===== src/sv/cgrd_pkg.sv =====
// ============================================================================
// cgrd_pkg
// Shared types and constants for the character grid rectangle drawer.
// ============================================================================
package cgrd_pkg;

  localparam int DEF_GRID_ROWS = 32;
  localparam int DEF_GRID_COLS = 128;

  localparam logic [7:0] SYM_LOW     = 8'd33;
  localparam logic [7:0] SYM_HIGH    = 8'd126;
  localparam logic [7:0] EMPTY_RESET = 8'd32;

  localparam logic [1:0] OP_PUT   = 2'd0;
  localparam logic [1:0] OP_ERASE = 2'd1;
  localparam logic [1:0] OP_DRAW  = 2'd2;
  localparam logic [1:0] OP_READ  = 2'd3;

  localparam logic [1:0] ST_OK     = 2'd0;
  localparam logic [1:0] ST_COORD  = 2'd1;
  localparam logic [1:0] ST_SYMBOL = 2'd2;
  localparam logic [1:0] ST_ORDER  = 2'd3;

  // Finished result handed from the sequencer to the output register.
  typedef struct packed {
    logic       valid;
    logic [1:0] status;
    logic [7:0] cell_value;
  } cgrd_res_t;

endpackage


===== src/sv/cgrd_ctrl.sv =====
// ============================================================================
// cgrd_ctrl
// Command sequencer: checks, clearing sweep and perimeter walk over the store.
// ============================================================================
module cgrd_ctrl import cgrd_pkg::*; #(
  parameter int GRID_ROWS = DEF_GRID_ROWS,
  parameter int GRID_COLS = DEF_GRID_COLS,
  parameter int ROW_AW    = 5,
  parameter int COL_AW    = 7
) (
  input  logic                     clk,
  input  logic                     rst_n,
  input  logic                     cmd_valid,
  output logic                     cmd_stall,
  input  logic [1:0]               cmd_operation,
  input  logic [7:0]               cmd_row,
  input  logic [7:0]               cmd_col,
  input  logic [7:0]               cmd_row_end,
  input  logic [7:0]               cmd_col_end,
  input  logic [7:0]               cmd_symbol,
  input  logic [7:0]               empty_symbol,
  output logic                     mem_we,
  output logic [ROW_AW+COL_AW-1:0] mem_addr,
  output logic [7:0]               mem_wdata,
  input  logic [7:0]               mem_rdata,
  output cgrd_res_t                res,
  input  logic                     res_take
);

  localparam int AW = ROW_AW + COL_AW;
  localparam logic [7:0] ROWS8 = 8'(GRID_ROWS);
  localparam logic [7:0] COLS8 = 8'(GRID_COLS);

  typedef enum logic [2:0] {
    S_CLEAR, S_IDLE, S_CHECK, S_RDWAIT, S_HORIZ, S_VERT, S_FINISH
  } state_t;

  state_t       state_r, state_nxt;
  logic [1:0]   op_r, op_nxt;
  logic [7:0]   r_r, r_nxt, c_r, c_nxt, r2_r, r2_nxt, c2_r, c2_nxt, sym_r, sym_nxt;
  logic [7:0]   idx_r, idx_nxt;
  logic         side_r, side_nxt;
  logic [AW-1:0] clr_r, clr_nxt;
  logic [1:0]   status_r, status_nxt;
  logic [7:0]   value_r, value_nxt;
  logic [1:0]   chk_status;

  function automatic logic in_grid(input logic [7:0] rw, input logic [7:0] cl);
    return (rw != 8'd0) && (rw <= ROWS8) && (cl != 8'd0) && (cl <= COLS8);
  endfunction

  function automatic logic [AW-1:0] cell_addr(input logic [7:0] rw, input logic [7:0] cl);
    logic [7:0] rm;
    logic [7:0] cm;
    rm = rw - 8'd1;
    cm = cl - 8'd1;
    return {rm[ROW_AW-1:0], cm[COL_AW-1:0]};
  endfunction

  // Checks in order: coordinates, corner order, symbol.
  always_comb begin
    logic ok1;
    logic ok2;
    logic vis;
    ok1 = in_grid(r_r, c_r);
    ok2 = in_grid(r2_r, c2_r);
    vis = (sym_r >= SYM_LOW) && (sym_r <= SYM_HIGH);
    chk_status = ST_OK;
    unique case (op_r)
      OP_PUT: begin
        if (!ok1) chk_status = ST_COORD;
        else if (!vis) chk_status = ST_SYMBOL;
      end
      OP_DRAW: begin
        if (!(ok1 && ok2)) chk_status = ST_COORD;
        else if ((r_r > r2_r) || (c_r > c2_r)) chk_status = ST_ORDER;
        else if (!vis) chk_status = ST_SYMBOL;
      end
      default: begin
        if (!ok1) chk_status = ST_COORD;
      end
    endcase
  end

  always_comb begin
    state_nxt  = state_r;
    op_nxt     = op_r;
    r_nxt      = r_r;
    c_nxt      = c_r;
    r2_nxt     = r2_r;
    c2_nxt     = c2_r;
    sym_nxt    = sym_r;
    idx_nxt    = idx_r;
    side_nxt   = side_r;
    clr_nxt    = clr_r;
    status_nxt = status_r;
    value_nxt  = value_r;
    mem_we     = 1'b0;
    mem_addr   = cell_addr(r_r, c_r);
    mem_wdata  = sym_r;
    cmd_stall  = (state_r != S_IDLE);
    res.valid      = (state_r == S_FINISH);
    res.status     = status_r;
    res.cell_value = value_r;

    unique case (state_r)
      S_CLEAR: begin
        mem_we    = 1'b1;
        mem_addr  = clr_r;
        mem_wdata = EMPTY_RESET;
        clr_nxt   = clr_r + 1'b1;
        if (clr_r == '1) state_nxt = S_IDLE;
      end
      S_IDLE: begin
        if (cmd_valid) begin
          op_nxt    = cmd_operation;
          r_nxt     = cmd_row;
          c_nxt     = cmd_col;
          r2_nxt    = cmd_row_end;
          c2_nxt    = cmd_col_end;
          sym_nxt   = cmd_symbol;
          state_nxt = S_CHECK;
        end
      end
      S_CHECK: begin
        status_nxt = chk_status;
        value_nxt  = 8'd0;
        idx_nxt    = c_r;
        side_nxt   = 1'b0;
        state_nxt  = S_FINISH;
        if (chk_status == ST_OK) begin
          unique case (op_r)
            OP_PUT:   mem_we = 1'b1;
            OP_ERASE: begin
              mem_we    = 1'b1;
              mem_wdata = empty_symbol;
            end
            OP_DRAW:  state_nxt = S_HORIZ;
            default:  state_nxt = S_RDWAIT;
          endcase
        end
      end
      S_RDWAIT: begin
        value_nxt = mem_rdata;
        state_nxt = S_FINISH;
      end
      S_HORIZ: begin
        // Top and bottom edges, alternating one cell of each per cycle.
        mem_we   = 1'b1;
        mem_addr = cell_addr(side_r ? r2_r : r_r, idx_r);
        side_nxt = ~side_r;
        if (side_r) begin
          if (idx_r == c2_r) begin
            idx_nxt   = r_r;
            state_nxt = S_VERT;
          end else begin
            idx_nxt = idx_r + 8'd1;
          end
        end
      end
      S_VERT: begin
        // Left and right edges, alternating in the same way.
        mem_we   = 1'b1;
        mem_addr = cell_addr(idx_r, side_r ? c2_r : c_r);
        side_nxt = ~side_r;
        if (side_r) begin
          if (idx_r == r2_r) state_nxt = S_FINISH;
          else idx_nxt = idx_r + 8'd1;
        end
      end
      S_FINISH: begin
        if (res_take) state_nxt = S_IDLE;
      end
      default: state_nxt = S_IDLE;
    endcase
  end

  always_ff @(posedge clk) begin
    if (!rst_n) begin
      state_r <= S_CLEAR;
      clr_r   <= '0;
    end else begin
      state_r <= state_nxt;
      clr_r   <= clr_nxt;
    end
    op_r     <= op_nxt;
    r_r      <= r_nxt;
    c_r      <= c_nxt;
    r2_r     <= r2_nxt;
    c2_r     <= c2_nxt;
    sym_r    <= sym_nxt;
    idx_r    <= idx_nxt;
    side_r   <= side_nxt;
    status_r <= status_nxt;
    value_r  <= value_nxt;
  end

endmodule


===== config.mk =====
export PLATFORM = sky130hd
export DESIGN_NAME = cgrd_ctrl
export DESIGN_NICKNAME = d
export VERILOG_FILES = /design/src/sv/cgrd_pkg.sv /design/src/sv/cgrd_ctrl.sv
export SDC_FILE = /design/constraint.sdc
export NUM_CORES = 1
export LEC_CHECK = 0
export ABC_AREA = 1
export BUFFER_PORTS_ARGS = -buffer_cell sky130_fd_sc_hd__buf_4
export CAP_MARGIN = 20
export CORE_MARGIN = 5
export CORE_UTILIZATION = 56
export CTS_BUF_LIST = sky130_fd_sc_hd__clkbuf_8
export DETAILED_ROUTE_END_ITERATION = 8
export HOLD_SLACK_MARGIN = 0.15
export PLACE_DENSITY_LB_ADDON = 0.3
export SLEW_MARGIN = 20
export SYNTH_ARGS = -nofsm -noshare
export SYNTH_HDL_FRONTEND = slang
export SYNTH_SLANG_ARGS = --single-unit

===== constraint.sdc =====
create_clock -name clk -period 4 [get_ports clk]
set_input_delay 0.6 -clock clk [delete_from_list [all_inputs] [get_ports clk]]
set_output_delay 0.6 -clock clk [all_outputs]
set_load 0.02 [all_outputs]

==> metrics.txt <==
# TYPE chip_impl_metric gauge
chip_impl_info{name="outcome",value="complete, no violations"} 1
chip_impl_metric{name="met3_usage",unit=""} 0.0474
chip_impl_info{name="grt-busiest-layer",value="met2"} 1
chip_impl_metric{name="critPathMaxStageDelay",unit="ns"} 0.47
chip_impl_info{name="path_delay_family",value="compound AO/OA/AOI/OAI gates"} 1
chip_impl_info{name="setup.worst_path.start_class",value="flip-flop"} 1
chip_impl_metric{name="wl_per_cell",unit="um"} 16.1
chip_impl_metric{name="globalplace.congestion",unit=""} 0.900
chip_impl_metric{name="global_route.overflow_total",unit=""} 0
chip_impl_metric{name="flow.area_growth_from_synthesis",unit="%"} 20.1
chip_impl_info{name="ys_dominant_reg_cell",value="sky130_fd_sc_hd__edfxtp_1"} 1
chip_impl_metric{name="die_outline_height",unit="um"} 103
chip_impl_info{name="synthMostInstantiatedCell",value="sky130_fd_sc_hd__nand2_1"} 1
chip_impl_info{name="crit_path_top_delay_cell",value="sky130_fd_sc_hd__edfxtp_1"} 1
chip_impl_info{name="cts_tree",value="built"} 1
chip_impl_metric{name="layout-drive-gt1-share",unit=""} 0.219
chip_impl_metric{name="net_count_after_synthesis",unit=""} 670
chip_impl_metric{name="remaining_drc_errors",unit=""} 0
chip_impl_metric{name="synth_async_sr_flop_share",unit=""} 0
chip_impl_metric{name="synth.lib_cells_used.distinct",unit=""} 49
chip_impl_info{name="crit_path_frequent_cell",value="sky130_fd_sc_hd__nand2_1"} 1
chip_impl_metric{name="postSynthRegisterBits",unit=""} 76
chip_impl_metric{name="netlist.area_leader.share",unit=""} 0.379
chip_impl_info{name="cts_root_buf",value="sky130_fd_sc_hd__clkbuf_8"} 1
chip_impl_metric{name="htreeDepth",unit=""} 3
chip_impl_metric{name="multi_input_comb_area",unit="sq um"} 2290
chip_impl_metric{name="power_per_standard_cell_area",unit="nW/um^2"} 340
chip_impl_metric{name="cts_repair_resizes",unit=""} 0
chip_impl_metric{name="groute.layer.met1.usage",unit=""} 0.326
chip_impl_metric{name="initialDrtViolationCount",unit=""} 283
chip_impl_metric{name="worstPathRequired",unit="ns"} 3.40
chip_impl_info{name="unrepaired_setup_endpoints_after_global_routing",value="false"} 1
chip_impl_metric{name="synth.yosys.seq_area_share",unit=""} 0.441
chip_impl_info{name="ys_top_cells_by_area",value="sky130_fd_sc_hd__edfxtp_1 (38%), sky130_fd_sc_hd__nand2_1 (10%), sky130_fd_sc_hd__inv_1 (6.5%), sky130_fd_sc_hd__dfxtp_1 (6.2%), sky130_fd_sc_hd__ha_1 (5.4%)"} 1
chip_impl_metric{name="timing.fmax",unit="MHz"} 299
chip_impl_metric{name="core_area",unit="sq um"} 8550
chip_impl_metric{name="cp.buffers_inverters",unit=""} 1
chip_impl_metric{name="tritoncts.num_buffers",unit=""} 9
chip_impl_metric{name="clock_tree.buffer_depth",unit=""} 2
chip_impl_metric{name="tns",unit="ns"} 0
chip_impl_metric{name="layout_min_cycle_time",unit="ns"} 3.35
chip_impl_metric{name="globalRouteTotalUtil",unit=""} 0.248
chip_impl_metric{name="antenna_found_initial",unit=""} 0
chip_impl_metric{name="syn-instance-count",unit=""} 587
chip_impl_metric{name="clock_sink_count",unit=""} 76
chip_impl_info{name="path_cells",value="ha_1, a21oi_1, o21a_1, nand2_1, nand2_1, nand3_1, nand2_1, o21ai_2, nor2_4, nand2_4, o21ai_0, o21ai_0, buf_4"} 1
chip_impl_metric{name="drt_pre_antenna_iters",unit=""} 5
chip_impl_metric{name="postCtsSetupRepairBufs",unit=""} 0
chip_impl_metric{name="placedInstanceArea",unit="sq um"} 5610
chip_impl_metric{name="design_area",unit="sq um"} 5810
chip_impl_metric{name="max_slew.worst_pin.slew",unit="ns"} 0.811
chip_impl_metric{name="number_of_enable_type_register_cells_in_the_synthesized_netlist",unit=""} 61
chip_impl_metric{name="period_share",unit=""} 0.837
chip_impl_metric{name="postSynthAreaPerCell",unit="sq um"} 8.24
chip_impl_metric{name="timing.critical_path.fanout_max",unit=""} 13
chip_impl_metric{name="top_level_ports",unit=""} 95
chip_impl_metric{name="via_density",unit=""} 5.47
chip_impl_info{name="synth_top_area_cell",value="sky130_fd_sc_hd__edfxtp_1"} 1
chip_impl_metric{name="grt_start_max_net_pins",unit=""} 43
chip_impl_metric{name="synth.yosys.warnings",unit=""} 0
chip_impl_metric{name="initial_utilization",unit=""} 0.566
chip_impl_metric{name="buffer_ports.inserted",unit=""} 94
chip_impl_metric{name="area.sequential",unit="sq um"} 2130
chip_impl_metric{name="final_hold_violation_count",unit=""} 0
chip_impl_metric{name="regToRegSetupSlack",unit="ns"} 1.41
chip_impl_metric{name="detailedPlacementHpwl",unit="um"} 10200
chip_impl_metric{name="setup-violations-final",unit=""} 0
chip_impl_metric{name="first_global_vias",unit=""} 4356
chip_impl_metric{name="worstPathArrival",unit="ns"} 2.75
chip_impl_metric{name="dieArea",unit="sq um"} 10600
chip_impl_metric{name="clk-insertion-delay-late",unit="ns"} 0.36
chip_impl_metric{name="timing.final.max_slew_violations",unit=""} 0
chip_impl_metric{name="synthesis.area",unit="sq um"} 4840
chip_impl_metric{name="routed-via-count",unit=""} 4358
chip_impl_metric{name="ctsHoldBuffers",unit=""} 0
chip_impl_metric{name="global_route_wire_length_before_repair",unit="um"} 20500
chip_impl_metric{name="finalWirelength",unit="um"} 12800
chip_impl_metric{name="final_net_count",unit=""} 766
chip_impl_metric{name="clk_pin_slew_worst_paths",unit="ns"} 0.09
chip_impl_info{name="hold_path.class",value="input port to flip-flop"} 1
chip_impl_info{name="worstSetupPathType",value="flip-flop to output pin"} 1
chip_impl_metric{name="timing.clock.skew",unit="ns"} 0.00774
chip_impl_metric{name="fill_cells",unit=""} 727
chip_impl_metric{name="leakagePower",unit="nW"} 2.60
chip_impl_metric{name="power.total",unit="mW"} 1.98
chip_impl_metric{name="antenna-diode-count",unit=""} 0
chip_impl_metric{name="die_x",unit="um"} 103
chip_impl_info{name="netlist_top_cells_count",value="sky130_fd_sc_hd__nand2_1 (135), sky130_fd_sc_hd__inv_1 (84), sky130_fd_sc_hd__nor2_1 (70), sky130_fd_sc_hd__edfxtp_1 (61), sky130_fd_sc_hd__a21oi_1 (24)"} 1
chip_impl_info{name="critical_path.endpoint_type",value="output pin"} 1
chip_impl_metric{name="max-cap-violations",unit=""} 0
chip_impl_metric{name="drt.antenna.violating_nets",unit=""} 0
chip_impl_metric{name="power.ir.vdd_worst",unit="V"} 0.000221
chip_impl_metric{name="row_count",unit=""} 34
chip_impl_metric{name="slew_headroom",unit=""} 0.457
chip_impl_metric{name="global_route.usage.met2",unit=""} 0.410
==> report_power, final <==
group / internal (mW) / leakage, nW / switching (mW)
Combinational: 0.185 / 1.84 / 0.278
Sequential: 0.905 / 0.675 / 0.0505
Clock: 0.235 / 0.0886 / 0.324
==> layout make-up <==
| class | instances | share of cell area |
|---|---|---|
| tap | 108 | 0.0233 |
| multi-input combinational | 408 | 0.394 |
| inverter | 93 | 0.0601 |
| clock buffer | 9 | 0.0213 |
| sequential | 76 | 0.367 |
| timing repair buffer | 95 | 0.125 |
| clock inverter | 7 | 0.00991 |
==> worst paths after layout <==
kind / start / to / depth (start not counted)
worst min register to register: clr_r[5] / clr_r[5] / 2
worst max register to register: state_r[0] / idx_r[1] / 7
worst min-delay path: cmd_row[0] / r_r[0] / 1
worst max-delay path: r_r[5] / mem_wdata[4] / 13
==> cell usage in the layout, fill, tap and decap left out, types with 8 or more instances in the layout <==
| cell type | count |
|---|---|
| sky130_fd_sc_hd__a21oi_1 | 24 |
| sky130_fd_sc_hd__buf_4 | 94 |
| sky130_fd_sc_hd__clkbuf_8 | 9 |
| sky130_fd_sc_hd__dfxtp_1 | 15 |
| sky130_fd_sc_hd__edfxtp_1 | 61 |
| sky130_fd_sc_hd__ha_1 | 21 |
| sky130_fd_sc_hd__inv_1 | 84 |
| sky130_fd_sc_hd__inv_2 | 8 |
| sky130_fd_sc_hd__nand2_1 | 135 |
| sky130_fd_sc_hd__nand3_1 | 23 |
| sky130_fd_sc_hd__nand4_1 | 16 |
| sky130_fd_sc_hd__nor2_1 | 69 |
| sky130_fd_sc_hd__nor3_1 | 14 |
| sky130_fd_sc_hd__o21ai_0 | 18 |
| sky130_fd_sc_hd__o221ai_1 | 15 |
| sky130_fd_sc_hd__xor2_1 | 12 |
==> worst register-to-register path, stage by stage (launching register included) <==
cell	delay [ns]
sky130_fd_sc_hd__dfxtp_1	0.46
sky130_fd_sc_hd__nor2_4	0.27
sky130_fd_sc_hd__inv_2	0.11
sky130_fd_sc_hd__nor2_1	0.63
sky130_fd_sc_hd__inv_1	0.19
sky130_fd_sc_hd__nand2_1	0.15
sky130_fd_sc_hd__o221ai_1	0.14
sky130_fd_sc_hd__inv_1	0.31
==> logic make-up after synthesis <==
group / share of synthesized area
compound gates: 0.118
simple gates: 0.272
fa+ha+maj: 0.0543
flops: 0.441
buf+inv: 0.0882
xor+xnor: 0.0272
==> metal layers <==
metal  vias to the layer above  share of wire
met1                      1984           0.41
li1                       2169              -
met2                       182           0.49
met3                        23          0.074
met4                         0          0.020
met5                         -              0
==> per-stage QoR <==
step                      utilization  setup WS, ns  hold slack [ns]  std cells
after CTS                       0.677         0.653            0.393        795
after floorplan                     -          1.02            0.468        587
final                           0.680         0.653            0.407        796
after global placement          0.656          1.21            0.482        779
after detailed placement        0.656          1.05            0.490        779
after global routing            0.680         0.414            0.385        796
==> sequential cells by signal (all words and copies together) (netlist names) <==
register,flops
c2_r,8
c_r,8
clr_r,12
idx_r,8
op_r,2
r2_r,8
r_r,8
side_r,1
state_r,3
status_r,2
sym_r,8
value_r,8
Note: power is estimated with default switching activity, not from simulation.
